===== src/pump_run_timer_with_lockout_assert.svh =====
// ----------------------------------------------------------------------------
// pump run timer assertion macros
// shared property forms for the pump run timer checks
// ----------------------------------------------------------------------------
`ifndef PUMP_RUN_TIMER_WITH_LOCKOUT_ASSERT_SVH
`define PUMP_RUN_TIMER_WITH_LOCKOUT_ASSERT_SVH

// same-cycle implication, off during reset
`define PRT_ASSERT_SAME(label, ante, cons, msg) \
  label: assert property (@(posedge clk) disable iff (!rst_n) (ante) |-> (cons)) \
    else $error(msg);

// next-cycle implication, off during reset
`define PRT_ASSERT_NEXT(label, ante, cons, msg) \
  label: assert property (@(posedge clk) disable iff (!rst_n) (ante) |=> (cons)) \
    else $error(msg);

`endif


===== src/prt_pkg.sv =====
// ----------------------------------------------------------------------------
// prt_pkg
// types, constants and helpers shared by the pump run timer
// ----------------------------------------------------------------------------
package prt_pkg;

  localparam int unsigned CHANNELS_DEF = 4;
  localparam int unsigned TIME_W       = 48;
  localparam int unsigned SECS_W       = 16;
  localparam int unsigned MASK_W       = 4;
  localparam int unsigned CFG_IDX_W    = 4;
  localparam int unsigned MS_PER_S     = 1000;
  // width of secs * 1000, holds 65535 * 1000
  localparam int unsigned PROD_W       = 26;

  // register index bases
  localparam logic [CFG_IDX_W-1:0] CFG_ON_BASE  = 4'd0;
  localparam logic [CFG_IDX_W-1:0] CFG_OFF_BASE = 4'd4;

  typedef enum logic [1:0] {
    OP_TICK      = 2'd0,
    OP_REQ_ON    = 2'd1,
    OP_FORCE_OFF = 2'd2,
    OP_TOGGLE    = 2'd3
  } opcode_t;

  typedef enum logic [1:0] {
    ST_IDLE,
    ST_READ,
    ST_EXEC,
    ST_FIN
  } state_t;

  typedef struct packed {
    opcode_t           opcode;
    logic [1:0]        channel;
    logic [TIME_W-1:0] now_ms;
  } in_word_t;

  typedef struct packed {
    logic [MASK_W-1:0] run_mask;
    logic              channel_running;
  } out_word_t;

  // now + secs * 1000, clamped at the top of the time range
  function automatic logic [TIME_W-1:0] add_secs_sat(input logic [TIME_W-1:0] now,
                                                     input logic [SECS_W-1:0] secs);
    logic [TIME_W:0] sum;
    sum = {1'b0, now} + (TIME_W+1)'(PROD_W'(secs) * PROD_W'(MS_PER_S));
    return sum[TIME_W] ? {TIME_W{1'b1}} : sum[TIME_W-1:0];
  endfunction

endpackage


===== src/prt_time_mem.sv =====
// ----------------------------------------------------------------------------
// prt_time_mem
// per-channel time store, one write and one registered read port;
// entries never written since reset read as zero
// ----------------------------------------------------------------------------
module prt_time_mem
  import prt_pkg::*;
#(
  parameter int unsigned DEPTH = CHANNELS_DEF,
  parameter int unsigned AW    = 2
) (
  input  logic              clk,
  input  logic              rst_n,
  input  logic              wr_en,
  input  logic [AW-1:0]     wr_addr,
  input  logic [TIME_W-1:0] wr_data,
  input  logic              rd_en,
  input  logic [AW-1:0]     rd_addr,
  output logic [TIME_W-1:0] rd_data
);

  logic [TIME_W-1:0] mem [DEPTH];
  logic [DEPTH-1:0]  vld_r;
  logic [TIME_W-1:0] rd_data_r;
  logic              rd_vld_r;

  // storage array
  always_ff @(posedge clk) begin
    if (wr_en) begin
      mem[wr_addr] <= wr_data;
    end
    if (rd_en) begin
      rd_data_r <= mem[rd_addr];
    end
  end

  // written flags, cleared by reset
  always_ff @(posedge clk) begin
    if (!rst_n) begin
      vld_r    <= '0;
      rd_vld_r <= 1'b0;
    end else begin
      if (wr_en) begin
        vld_r[wr_addr] <= 1'b1;
      end
      if (rd_en) begin
        rd_vld_r <= vld_r[rd_addr];
      end
    end
  end

  assign rd_data = rd_vld_r ? rd_data_r : '0;

endmodule


===== src/pump_run_timer_with_lockout.sv =====
// ----------------------------------------------------------------------------
// pump_run_timer_with_lockout
// Sequence: a tick passes read, an exec step per channel and fin; request-on,
//   force-off or toggle pass read, exec and fin; a channel out of range goes
//   straight to fin. A new word is taken only in idle, after the result is
//   loaded; the tick walks the deadline store one channel per cycle.
// Reset: synchronous active low; pumps off, times and registers read zero.
// ----------------------------------------------------------------------------
module pump_run_timer_with_lockout
  import prt_pkg::*;
#(
  parameter int unsigned CHANNELS = CHANNELS_DEF
) (
  input  logic                 clk,
  input  logic                 rst_n,
  input  logic                 in_valid,
  output logic                 in_stall,
  input  in_word_t             in_word,
  output logic                 out_valid,
  input  logic                 out_stall,
  output out_word_t            out_word,
  input  logic                 cfg_we,
  input  logic [CFG_IDX_W-1:0] cfg_index,
  input  logic [SECS_W-1:0]    cfg_wdata
);

  `include "pump_run_timer_with_lockout_assert.svh"

  localparam int unsigned CH_W = (CHANNELS > 1) ? $clog2(CHANNELS) : 1;
  localparam logic [CH_W-1:0] LAST_CH = CH_W'(CHANNELS - 1);

  state_t            state_r, state_nxt;
  opcode_t           op_r;
  logic [1:0]        ch_r;
  logic              ch_ok_r;
  logic [TIME_W-1:0] now_r;
  logic [CH_W-1:0]   idx_r, idx_nxt;
  logic [CHANNELS-1:0] running_r, running_nxt;
  logic [SECS_W-1:0] on_sec_r  [CHANNELS];
  logic [SECS_W-1:0] off_sec_r [CHANNELS];
  logic              out_valid_r;
  out_word_t         out_word_r;

  logic              in_acc;
  logic              in_ch_ok;
  logic              out_load;
  logic              dl_we, dl_re, ra_we, ra_re;
  logic [CH_W-1:0]   dl_waddr, dl_raddr, ra_waddr, ra_raddr;
  logic [TIME_W-1:0] dl_wdata, ra_wdata, dl_rdata, ra_rdata;

  // deadline and lockout stores
  prt_time_mem #(.DEPTH(CHANNELS), .AW(CH_W)) u_deadline (
    .clk     (clk),
    .rst_n   (rst_n),
    .wr_en   (dl_we),
    .wr_addr (dl_waddr),
    .wr_data (dl_wdata),
    .rd_en   (dl_re),
    .rd_addr (dl_raddr),
    .rd_data (dl_rdata)
  );

  prt_time_mem #(.DEPTH(CHANNELS), .AW(CH_W)) u_lockout (
    .clk     (clk),
    .rst_n   (rst_n),
    .wr_en   (ra_we),
    .wr_addr (ra_waddr),
    .wr_data (ra_wdata),
    .rd_en   (ra_re),
    .rd_addr (ra_raddr),
    .rd_data (ra_rdata)
  );

  // no word is taken while in reset or busy
  assign in_stall = (state_r != ST_IDLE) || !rst_n;
  assign in_acc   = in_valid && !in_stall;
  assign in_ch_ok = ({1'b0, in_word.channel} < 3'(CHANNELS));
  assign out_load = (state_r == ST_FIN) && (!out_valid_r || !out_stall);

  // configuration registers
  always_ff @(posedge clk) begin
    if (!rst_n) begin
      for (int i = 0; i < CHANNELS; i++) begin
        on_sec_r[i]  <= '0;
        off_sec_r[i] <= '0;
      end
    end else if (cfg_we) begin
      if (cfg_index >= CFG_ON_BASE && cfg_index < CFG_ON_BASE + CFG_IDX_W'(CHANNELS)) begin
        on_sec_r[cfg_index[CH_W-1:0]] <= cfg_wdata;
      end else if (cfg_index >= CFG_OFF_BASE &&
                   cfg_index < CFG_OFF_BASE + CFG_IDX_W'(CHANNELS)) begin
        off_sec_r[cfg_index[CH_W-1:0]] <= cfg_wdata;
      end
    end
  end

  // captured word
  always_ff @(posedge clk) begin
    if (in_acc) begin
      op_r    <= in_word.opcode;
      ch_r    <= in_word.channel;
      ch_ok_r <= in_ch_ok;
      now_r   <= in_word.now_ms;
    end
  end

  // sequencer and run flags
  always_ff @(posedge clk) begin
    if (!rst_n) begin
      state_r   <= ST_IDLE;
      idx_r     <= '0;
      running_r <= '0;
    end else begin
      state_r   <= state_nxt;
      idx_r     <= idx_nxt;
      running_r <= running_nxt;
    end
  end

  // next state, store accesses and run flag updates
  always_comb begin
    state_nxt   = state_r;
    idx_nxt     = idx_r;
    running_nxt = running_r;
    dl_we       = 1'b0;
    dl_waddr    = idx_r;
    dl_wdata    = add_secs_sat(now_r, on_sec_r[idx_r]);
    dl_re       = 1'b0;
    dl_raddr    = idx_r;
    ra_we       = 1'b0;
    ra_waddr    = idx_r;
    ra_wdata    = add_secs_sat(now_r, off_sec_r[idx_r]);
    ra_re       = 1'b0;
    ra_raddr    = idx_r;
    unique case (state_r)
      ST_IDLE: begin
        if (in_acc) begin
          if (in_word.opcode == OP_TICK) begin
            idx_nxt   = '0;
            state_nxt = ST_READ;
          end else if (in_ch_ok) begin
            idx_nxt   = in_word.channel[CH_W-1:0];
            state_nxt = ST_READ;
          end else begin
            state_nxt = ST_FIN;
          end
        end
      end
      ST_READ: begin
        dl_re     = 1'b1;
        ra_re     = 1'b1;
        state_nxt = ST_EXEC;
      end
      ST_EXEC: begin
        unique case (op_r)
          OP_TICK: begin
            // switch off when the deadline has strictly passed
            if (running_r[idx_r] && now_r > dl_rdata) begin
              running_nxt[idx_r] = 1'b0;
              ra_we              = 1'b1;
            end
            if (idx_r == LAST_CH) begin
              state_nxt = ST_FIN;
            end else begin
              idx_nxt   = idx_r + 1'b1;
              dl_re     = 1'b1;
              dl_raddr  = idx_r + 1'b1;
            end
          end
          OP_REQ_ON: begin
            if (!running_r[idx_r] && now_r > ra_rdata) begin
              running_nxt[idx_r] = 1'b1;
              dl_we              = 1'b1;
            end
            state_nxt = ST_FIN;
          end
          OP_FORCE_OFF: begin
            running_nxt[idx_r] = 1'b0;
            ra_we              = 1'b1;
            state_nxt          = ST_FIN;
          end
          OP_TOGGLE: begin
            running_nxt[idx_r] = !running_r[idx_r];
            state_nxt          = ST_FIN;
          end
          default: begin
            state_nxt = ST_FIN;
          end
        endcase
      end
      ST_FIN: begin
        if (out_load) begin
          state_nxt = ST_IDLE;
        end
      end
      default: begin
        state_nxt = ST_IDLE;
      end
    endcase
  end

  // result register
  always_ff @(posedge clk) begin
    if (!rst_n) begin
      out_valid_r <= 1'b0;
    end else if (out_load) begin
      out_valid_r <= 1'b1;
    end else if (!out_stall) begin
      out_valid_r <= 1'b0;
    end
  end

  always_ff @(posedge clk) begin
    if (out_load) begin
      out_word_r.run_mask        <= MASK_W'(running_r);
      out_word_r.channel_running <= (op_r != OP_TICK) && ch_ok_r &&
                                    running_r[ch_r[CH_W-1:0]];
    end
  end

  assign out_valid = out_valid_r;
  assign out_word  = out_word_r;

  // checks
  `PRT_ASSERT_NEXT(a_accept_starts_work, in_valid && !in_stall,
                   state_r == ST_READ || state_r == ST_FIN,
                   "accepted word did not start work")
  `PRT_ASSERT_NEXT(a_fin_loads_result, out_load, out_valid_r, "finished word not shown")
  `PRT_ASSERT_NEXT(a_tick_never_starts, state_r == ST_EXEC && op_r == OP_TICK,
                   (running_r & ~$past(running_r)) == '0, "tick started a pump")
  `PRT_ASSERT_SAME(a_mask_in_range, out_valid, (out_word.run_mask >> CHANNELS) == '0,
                   "run mask beyond channel count")

endmodule

===== config.mk =====
export PLATFORM = sky130hd
export DESIGN_NAME = pump_run_timer_with_lockout
export DESIGN_NICKNAME = d
export VERILOG_FILES = /design/src/prt_pkg.sv /design/src/prt_time_mem.sv /design/src/pump_run_timer_with_lockout.sv
export VERILOG_INCLUDE_DIRS = /design/src /design/src/src
export SDC_FILE = /design/constraint.sdc
export NUM_CORES = 1
export LEC_CHECK = 0
export ABC_AREA = 1
export BUFFER_PORTS_ARGS = -buffer_cell sky130_fd_sc_hd__buf_4
export CORE_ASPECT_RATIO = 0.9
export CORE_MARGIN = 4
export CORE_UTILIZATION = 55
export DETAILED_ROUTE_END_ITERATION = 10
export GPL_TIMING_DRIVEN = 0
export PLACE_DENSITY = 0.74
export SETUP_SLACK_MARGIN = 0.02
export SYNTH_ARGS = -nofsm -noshare
export SYNTH_HDL_FRONTEND = slang
export SYNTH_SLANG_ARGS = --single-unit

===== constraint.sdc =====
create_clock -name clk -period 7.05 [get_ports clk]
set_clock_uncertainty 0.05 [all_clocks]
set_input_delay 1.7625 -clock clk [delete_from_list [all_inputs] [get_ports clk]]
set_output_delay 1.7625 -clock clk [all_outputs]
set_load 0.02 [all_outputs]

* Yosys cells after proc, flatten, opt, wreduce, memory -nomap -nowiden *
Memories as Yosys holds them, arrays and structs flattened. A register that Yosys moved wholly into a read port is not among the register bits.
Cells that the tools add are included.

storage, ports and cells
  logic and storage cells = 142
  bits in writable memories = 512
  input port bits = 77
  output and inout port bits = 7
  memories = 4
  register bits = 76

operators by class
  reduce and logical (&&, ||, !) cells = 27
  muxes and demuxes = 65
  $mul = 2
  $add $sub $neg = 3
  bitwise logic cells = 5
  equal/unequal tests = 13
  magnitude comparators = 10

memories
  memory          words  bits a word  rd ports  clocked after memory_dff  wr ports  RTL line                           RTL
  u_deadline.mem  4      48           1         1                         1         prt_time_mem.sv:22                 logic [TIME_W-1:0] mem [DEPTH];
  u_lockout.mem   4      48           1         1                         1         prt_time_mem.sv:22
  off_sec_r       4      16           1         1                         4         pump_run_timer_with_lockout.sv:40  logic [SECS_W-1:0] off_sec_r [CHANNELS];
  on_sec_r        4      16           1         1                         4         pump_run_timer_with_lockout.sv:39  logic [SECS_W-1:0] on_sec_r [CHANNELS];

operator list
  kind                                                 number
  2-to-1 mux 48 bit                                    4
  adder 48 x 26 -> 49 bit                              2
  > comparator 48 bit                                  2
  multiplier 16 x 7 -> 23 bit (second input constant)  2
  2-to-1 mux 16 bit                                    2
  OR reduction 16 bit                                  2
  2-to-1 mux 1 bit                                     31
  2-to-1 mux 2 bit                                     14
  one-hot mux 4 bit (4 select lines)                   1
  OR 4 bit                                             3
  equality test 2 bit (second input constant)          5
  < comparator 2 x 3 -> 1 bit (second input constant)  3
  binary-select mux 1 bit (select 2 bit)               4
  logical AND 1 bit                                    8
  2-to-1 mux 4 bit                                     2
  != test 2 bit (second input constant)                4
  one-hot mux 2 bit (2 select lines)                   2
  one-hot mux 2 bit (4 select lines)                   1
  zero test 2 bit                                      3
  AND reduction 3 bit                                  2
  nonzero test 2 bit                                   3
  zero test 1 bit                                      5
  AND 4 bit                                            1
  bitwise mux 4 bit                                    1
  other kinds (15)                                     18

* Depth between registers and ports, before layout *
  word-level depth = 9
  mapped depth = 33
  gate-level depth less buffers = 32

* By module *
From an unflattened synthesis, not the netlist that was laid out.

second synthesis, totals
  cells, all modules = 3,784
  area, all modules = 38,530.7 µm²

by module, submodules not included
  module                       cells an instance  times used  area each (µm²)  seq. area each (µm²)
  pump_run_timer_with_lockout  2,494              1           20,218.1         5,775.5
  prt_time_mem                 645                2           9,156.3          7,307.0

* Worst setup path after synthesis *
No wires, ideal clock.

  kind = register to register
  start = register (tool-made name)
  end = memory u_lockout.mem[0][11] (data pin)
  period minus slack after synthesis = 6,687 ps
  arrival time = 6,368 ps
  setup slack = 363 ps
  library setup time = 269 ps
  stages on the path, launching flop included = 29
  required time = 6,731 ps
  path buffers = 3
  cell sequence = dfxtp_1 > clkbuf_1 > clkbuf_1 > nand2_1 > a32oi_1 > inv_1 > fa_1 > fa_1 > fa_1 > fa_1 > inv_1 > ha_1 > a21oi_1 > o21ai_0 > a21oi_1 > o21ai_1 > a21oi_1 > o21ai_1 > xor2_1 > ha_1 > a21oi_1 > nor2_1 > nor2_1 > o22ai_1 > a21oi_1 > o21ai_4 > nand3_4 > buf_2 > nand2_1

RTL lines
  what       RTL line
  to (decl)  prt_time_mem.sv:22

==> flow_summary.yaml <==
status:
  status: "completed"
timing:
  finalHoldViolations: 0
  fmax_mhz: 144
  tightest_slew_ps: 1000
  finalCritPeriodShare_pct: 98.3
  hold_ws_ps: 403
  grt_setup_unrepaired: "true"
  report.final.slew_viol_count: 0
  setup-tns-final_ps: 0
  finalCriticalPeriod_ps: 6930
  relSlewSlack_pct: 33.2
  setup_violations: 0
yosys:
  synth_top_family_by_area: "adder cells"
  ys_seq_area_share_pct: 54.9
  synth_compound_area_share_pct: 9.94
  syn-num-nets: 3908
  yosys.area_share.simple_pct: 14.2
  syn_area_per_cell_um2: 10.7
  synth_flop_cell: "edfxtp_1"
  netlist_area_um2: 37200
  syn_inst: 3466
  synthAdderAreaFrac_pct: 14.5
  ys_seq_elements: 686
  synth-xor-area-share_pct: 1.74
  async_reset_ff_share_pct: 0
  yosys.cell_types.count: 61
  yosys_warnings: 0
  synth_mux_area_share_pct: 0
  synth-edff-count: 665
detailed_routing:
  drtIter0Drc: 3545
  ant_nets: 0
  routedWlPerCell_um: 23.0
  drc: 0
  vias: 27700
  wl_mm: 106
  drt_first_pass_iters: 9
  avgViaCountPerCell: 6.00
worst_setup_path:
  crit_slowest_cell: "fa_1"
  crit_top_cell: "fa_1"
  reg2reg_to: "u_deadline.mem[0][32]$_DFFE_PP_"
  cp_slowest_stage_delay_ps: 530
  required_ps: 7400
  cp.arrival_ps: 7280
  crit_path_end_kind: "flip-flop"
  worstPathMaxFanout: 10
  critPathLaunchType: "flip-flop"
  crit_type: "reg2reg"
  rrSetupSlack_ps: 120
  reg2reg_depth: 28
worst_hold_path:
  hold_start: "u_deadline.vld_r[0]$_SDFFE_PN0P_"
  holdPathEnd: "u_deadline.vld_r[0]$_SDFFE_PN0P_"
  whs_path_depth: 2
  worstHoldPathType: "reg2reg"
die:
  core-area_um2: 67000
  num_rows: 90
  io_pins: 84
  die_h_um: 255
  start_util_pct: 55.5
  die_w_um: 282
  die_area_um2: 71800
clocking:
  cts_buffer_depth: 3
  cts_tree: "yes"
  cts_hold_buf: 0
  h-tree-depth: 3
  cts_buffers: 70
  insertion_delay_ps: 630
  cts_root_buf: "clkbuf_16"
  cts_sinks: 686
  cts.clk_slew.worst_paths_ps: 60
global_routing:
  grt_pass1_vias: 26500
  grt_max_degree: 52
  grt_pass1_wl_mm: 156
  grt.total_usage_pct: 28.8
  grt_overflow: 0
  antenna_found_initial: 1
finish:
  final_common_cell: "edfxtp_1"
  final_cell_mix: "665 x edfxtp_1, 658 x nand2_1, 320 x nor2_1"
  fin_area_um2: 43500
  multiInputGateArea_um2: 16500
  drive_gt1_share_pct: 16.0
  seq_area_um2: 20400
  fill_cells: 4918
  syn2layout_area_growth_pct: 17.1
  num-nets-final: 4125
run:
  max_cap_violations: 0
placed_design:
  place_congestion: 0.971
  hpwl_mm: 73.6
  placed_area_um2: 39100
  portBuffers: 82
==> cells by family (layout without fill, tap and decap cells) <==
kind of cell             after synthesis  after routing
AND/OR/NAND/NOR                     1269           1270
flip-flops                           686            686
AO/OA/AOI/OAI                        612            612
buffers and inverters                460            732
adder cells (fa/ha/maj)              365            365
XOR/XNOR                              74             74
other                                  0              1
==> how the worst max path moves through the flow <==
stage,start,endpoint,cells past startpoint
floorplan,flip-flop,u_lockout.mem[0][11]$_DFFE_PP_,28
global placement,flip-flop,u_lockout.mem[3][32]$_DFFE_PP_,31
detailed placement,flip-flop,u_lockout.mem[2][32]$_DFFE_PP_,31
CTS,flip-flop,u_lockout.mem[2][21]$_DFFE_PP_,29
global route,flip-flop,u_lockout.mem[3][46]$_DFFE_PP_,27
finish,flip-flop,u_deadline.mem[0][32]$_DFFE_PP_,28
==> sequential cells by signal (all words and copies together) (netlist names), named ones only <==
register	cells
on_sec_r	64
out_valid	1
off_sec_r	64
out_word	5
now_r	48
ch_r	2
u_lockout.rd_vld_r	1
running_r	4
dl_waddr	2
u_deadline.vld_r	4
state_r	2
op_r	2
u_deadline.rd_data_r	48
u_lockout.mem	192
u_deadline.rd_vld_r	1
u_lockout.vld_r	4
u_deadline.mem	192
u_lockout.rd_data_r	48
==> stage by stage <==
step / util, % / setup WS (ps) / instances
global route: 65.0 / -105 / 4614
finish: 65.0 / 118 / 4614
CTS: 63.5 / 23.9 / 4590
detailed placement: 58.4 / -1590 / 4433
floorplan: - / 363 / 3466
global placement: 58.0 / -1560 / 4422
==> synthesized netlist by cell type (5+ instances only) <==
| cell | count | area, um2 |
|---|---|---|
| nor4_1 | 5 | 31.3 |
| xnor2_1 | 28 | 245 |
| a21o_1 | 22 | 165 |
| a22oi_1 | 78 | 586 |
| clkbuf_1 | 75 | 282 |
| inv_2 | 14 | 52.6 |
| dfxtp_1 | 21 | 420 |
| o21a_1 | 5 | 37.5 |
| nand3_1 | 122 | 611 |
| o21ai_0 | 176 | 881 |
| or2_2 | 32 | 200 |
| a31oi_1 | 11 | 68.8 |
| nor2_1 | 329 | 1230 |
| edfxtp_1 | 665 | 20000 |
| inv_1 | 342 | 1280 |
| nand2_1 | 681 | 2560 |
| o21bai_1 | 5 | 37.5 |
| ha_1 | 255 | 3190 |
| nand4_1 | 18 | 113 |
| a211oi_1 | 5 | 37.5 |
| o21ai_2 | 7 | 61.3 |
| xor2_1 | 46 | 403 |
| nor3_1 | 52 | 260 |
| a32oi_1 | 30 | 263 |
| buf_2 | 13 | 65.1 |
| o211ai_1 | 6 | 45.0 |
| o22ai_1 | 54 | 338 |
| fa_1 | 110 | 2200 |
| nor2_2 | 5 | 31.3 |
| a21oi_1 | 179 | 896 |
| o21ai_1 | 12 | 60.1 |
| buf_1 | 9 | 33.8 |
| nand2_2 | 5 | 31.3 |
==> critical path: cells and delay by family, from the launching register on <==
kind            cells  cell delay [ps]
xor+xnor            1              160
flops               1              390
buf+inv             6              690
compound gates      9             1770
fa+ha+maj           6             2660
simple gates        6              970
==> repair_timing <==
action,4_1_cts,5_1_grt
endpoints found under the hold margin,0,0
pin swaps,28,54
endpoints found under the setup margin,384,384
setup buffers,29,22
resized for setup,186,188
gates cloned,0,1
==> routing by layer <==
layer | vias to the layer above | wire (um) | global-route usage (%)
met2 | 1565 | 47100 | 43.8
met1 | 13300 | 42800 | 41.8
met4 | 0 | 4330 | 11.2
li1 | 12500 | - | -
met5 | - | 0 | 0
met3 | 268 | 11800 | 5.12
==> final cells by class <==
cell class	count	area share [%]
Antenna cell	1	0.00575
Inverter	358	3.12
Tap cell	874	2.51
Clock buffer	95	4.53
Multi-Input combinational cell	2321	37.9
Timing Repair Buffer	144	2.82
Sequential cell	686	46.9
Buffer	102	1.43
Clock inverter	33	0.814
Power is not shown: default switching activity piles up to over one toggle a cycle in this logic, so the estimate is an artifact.
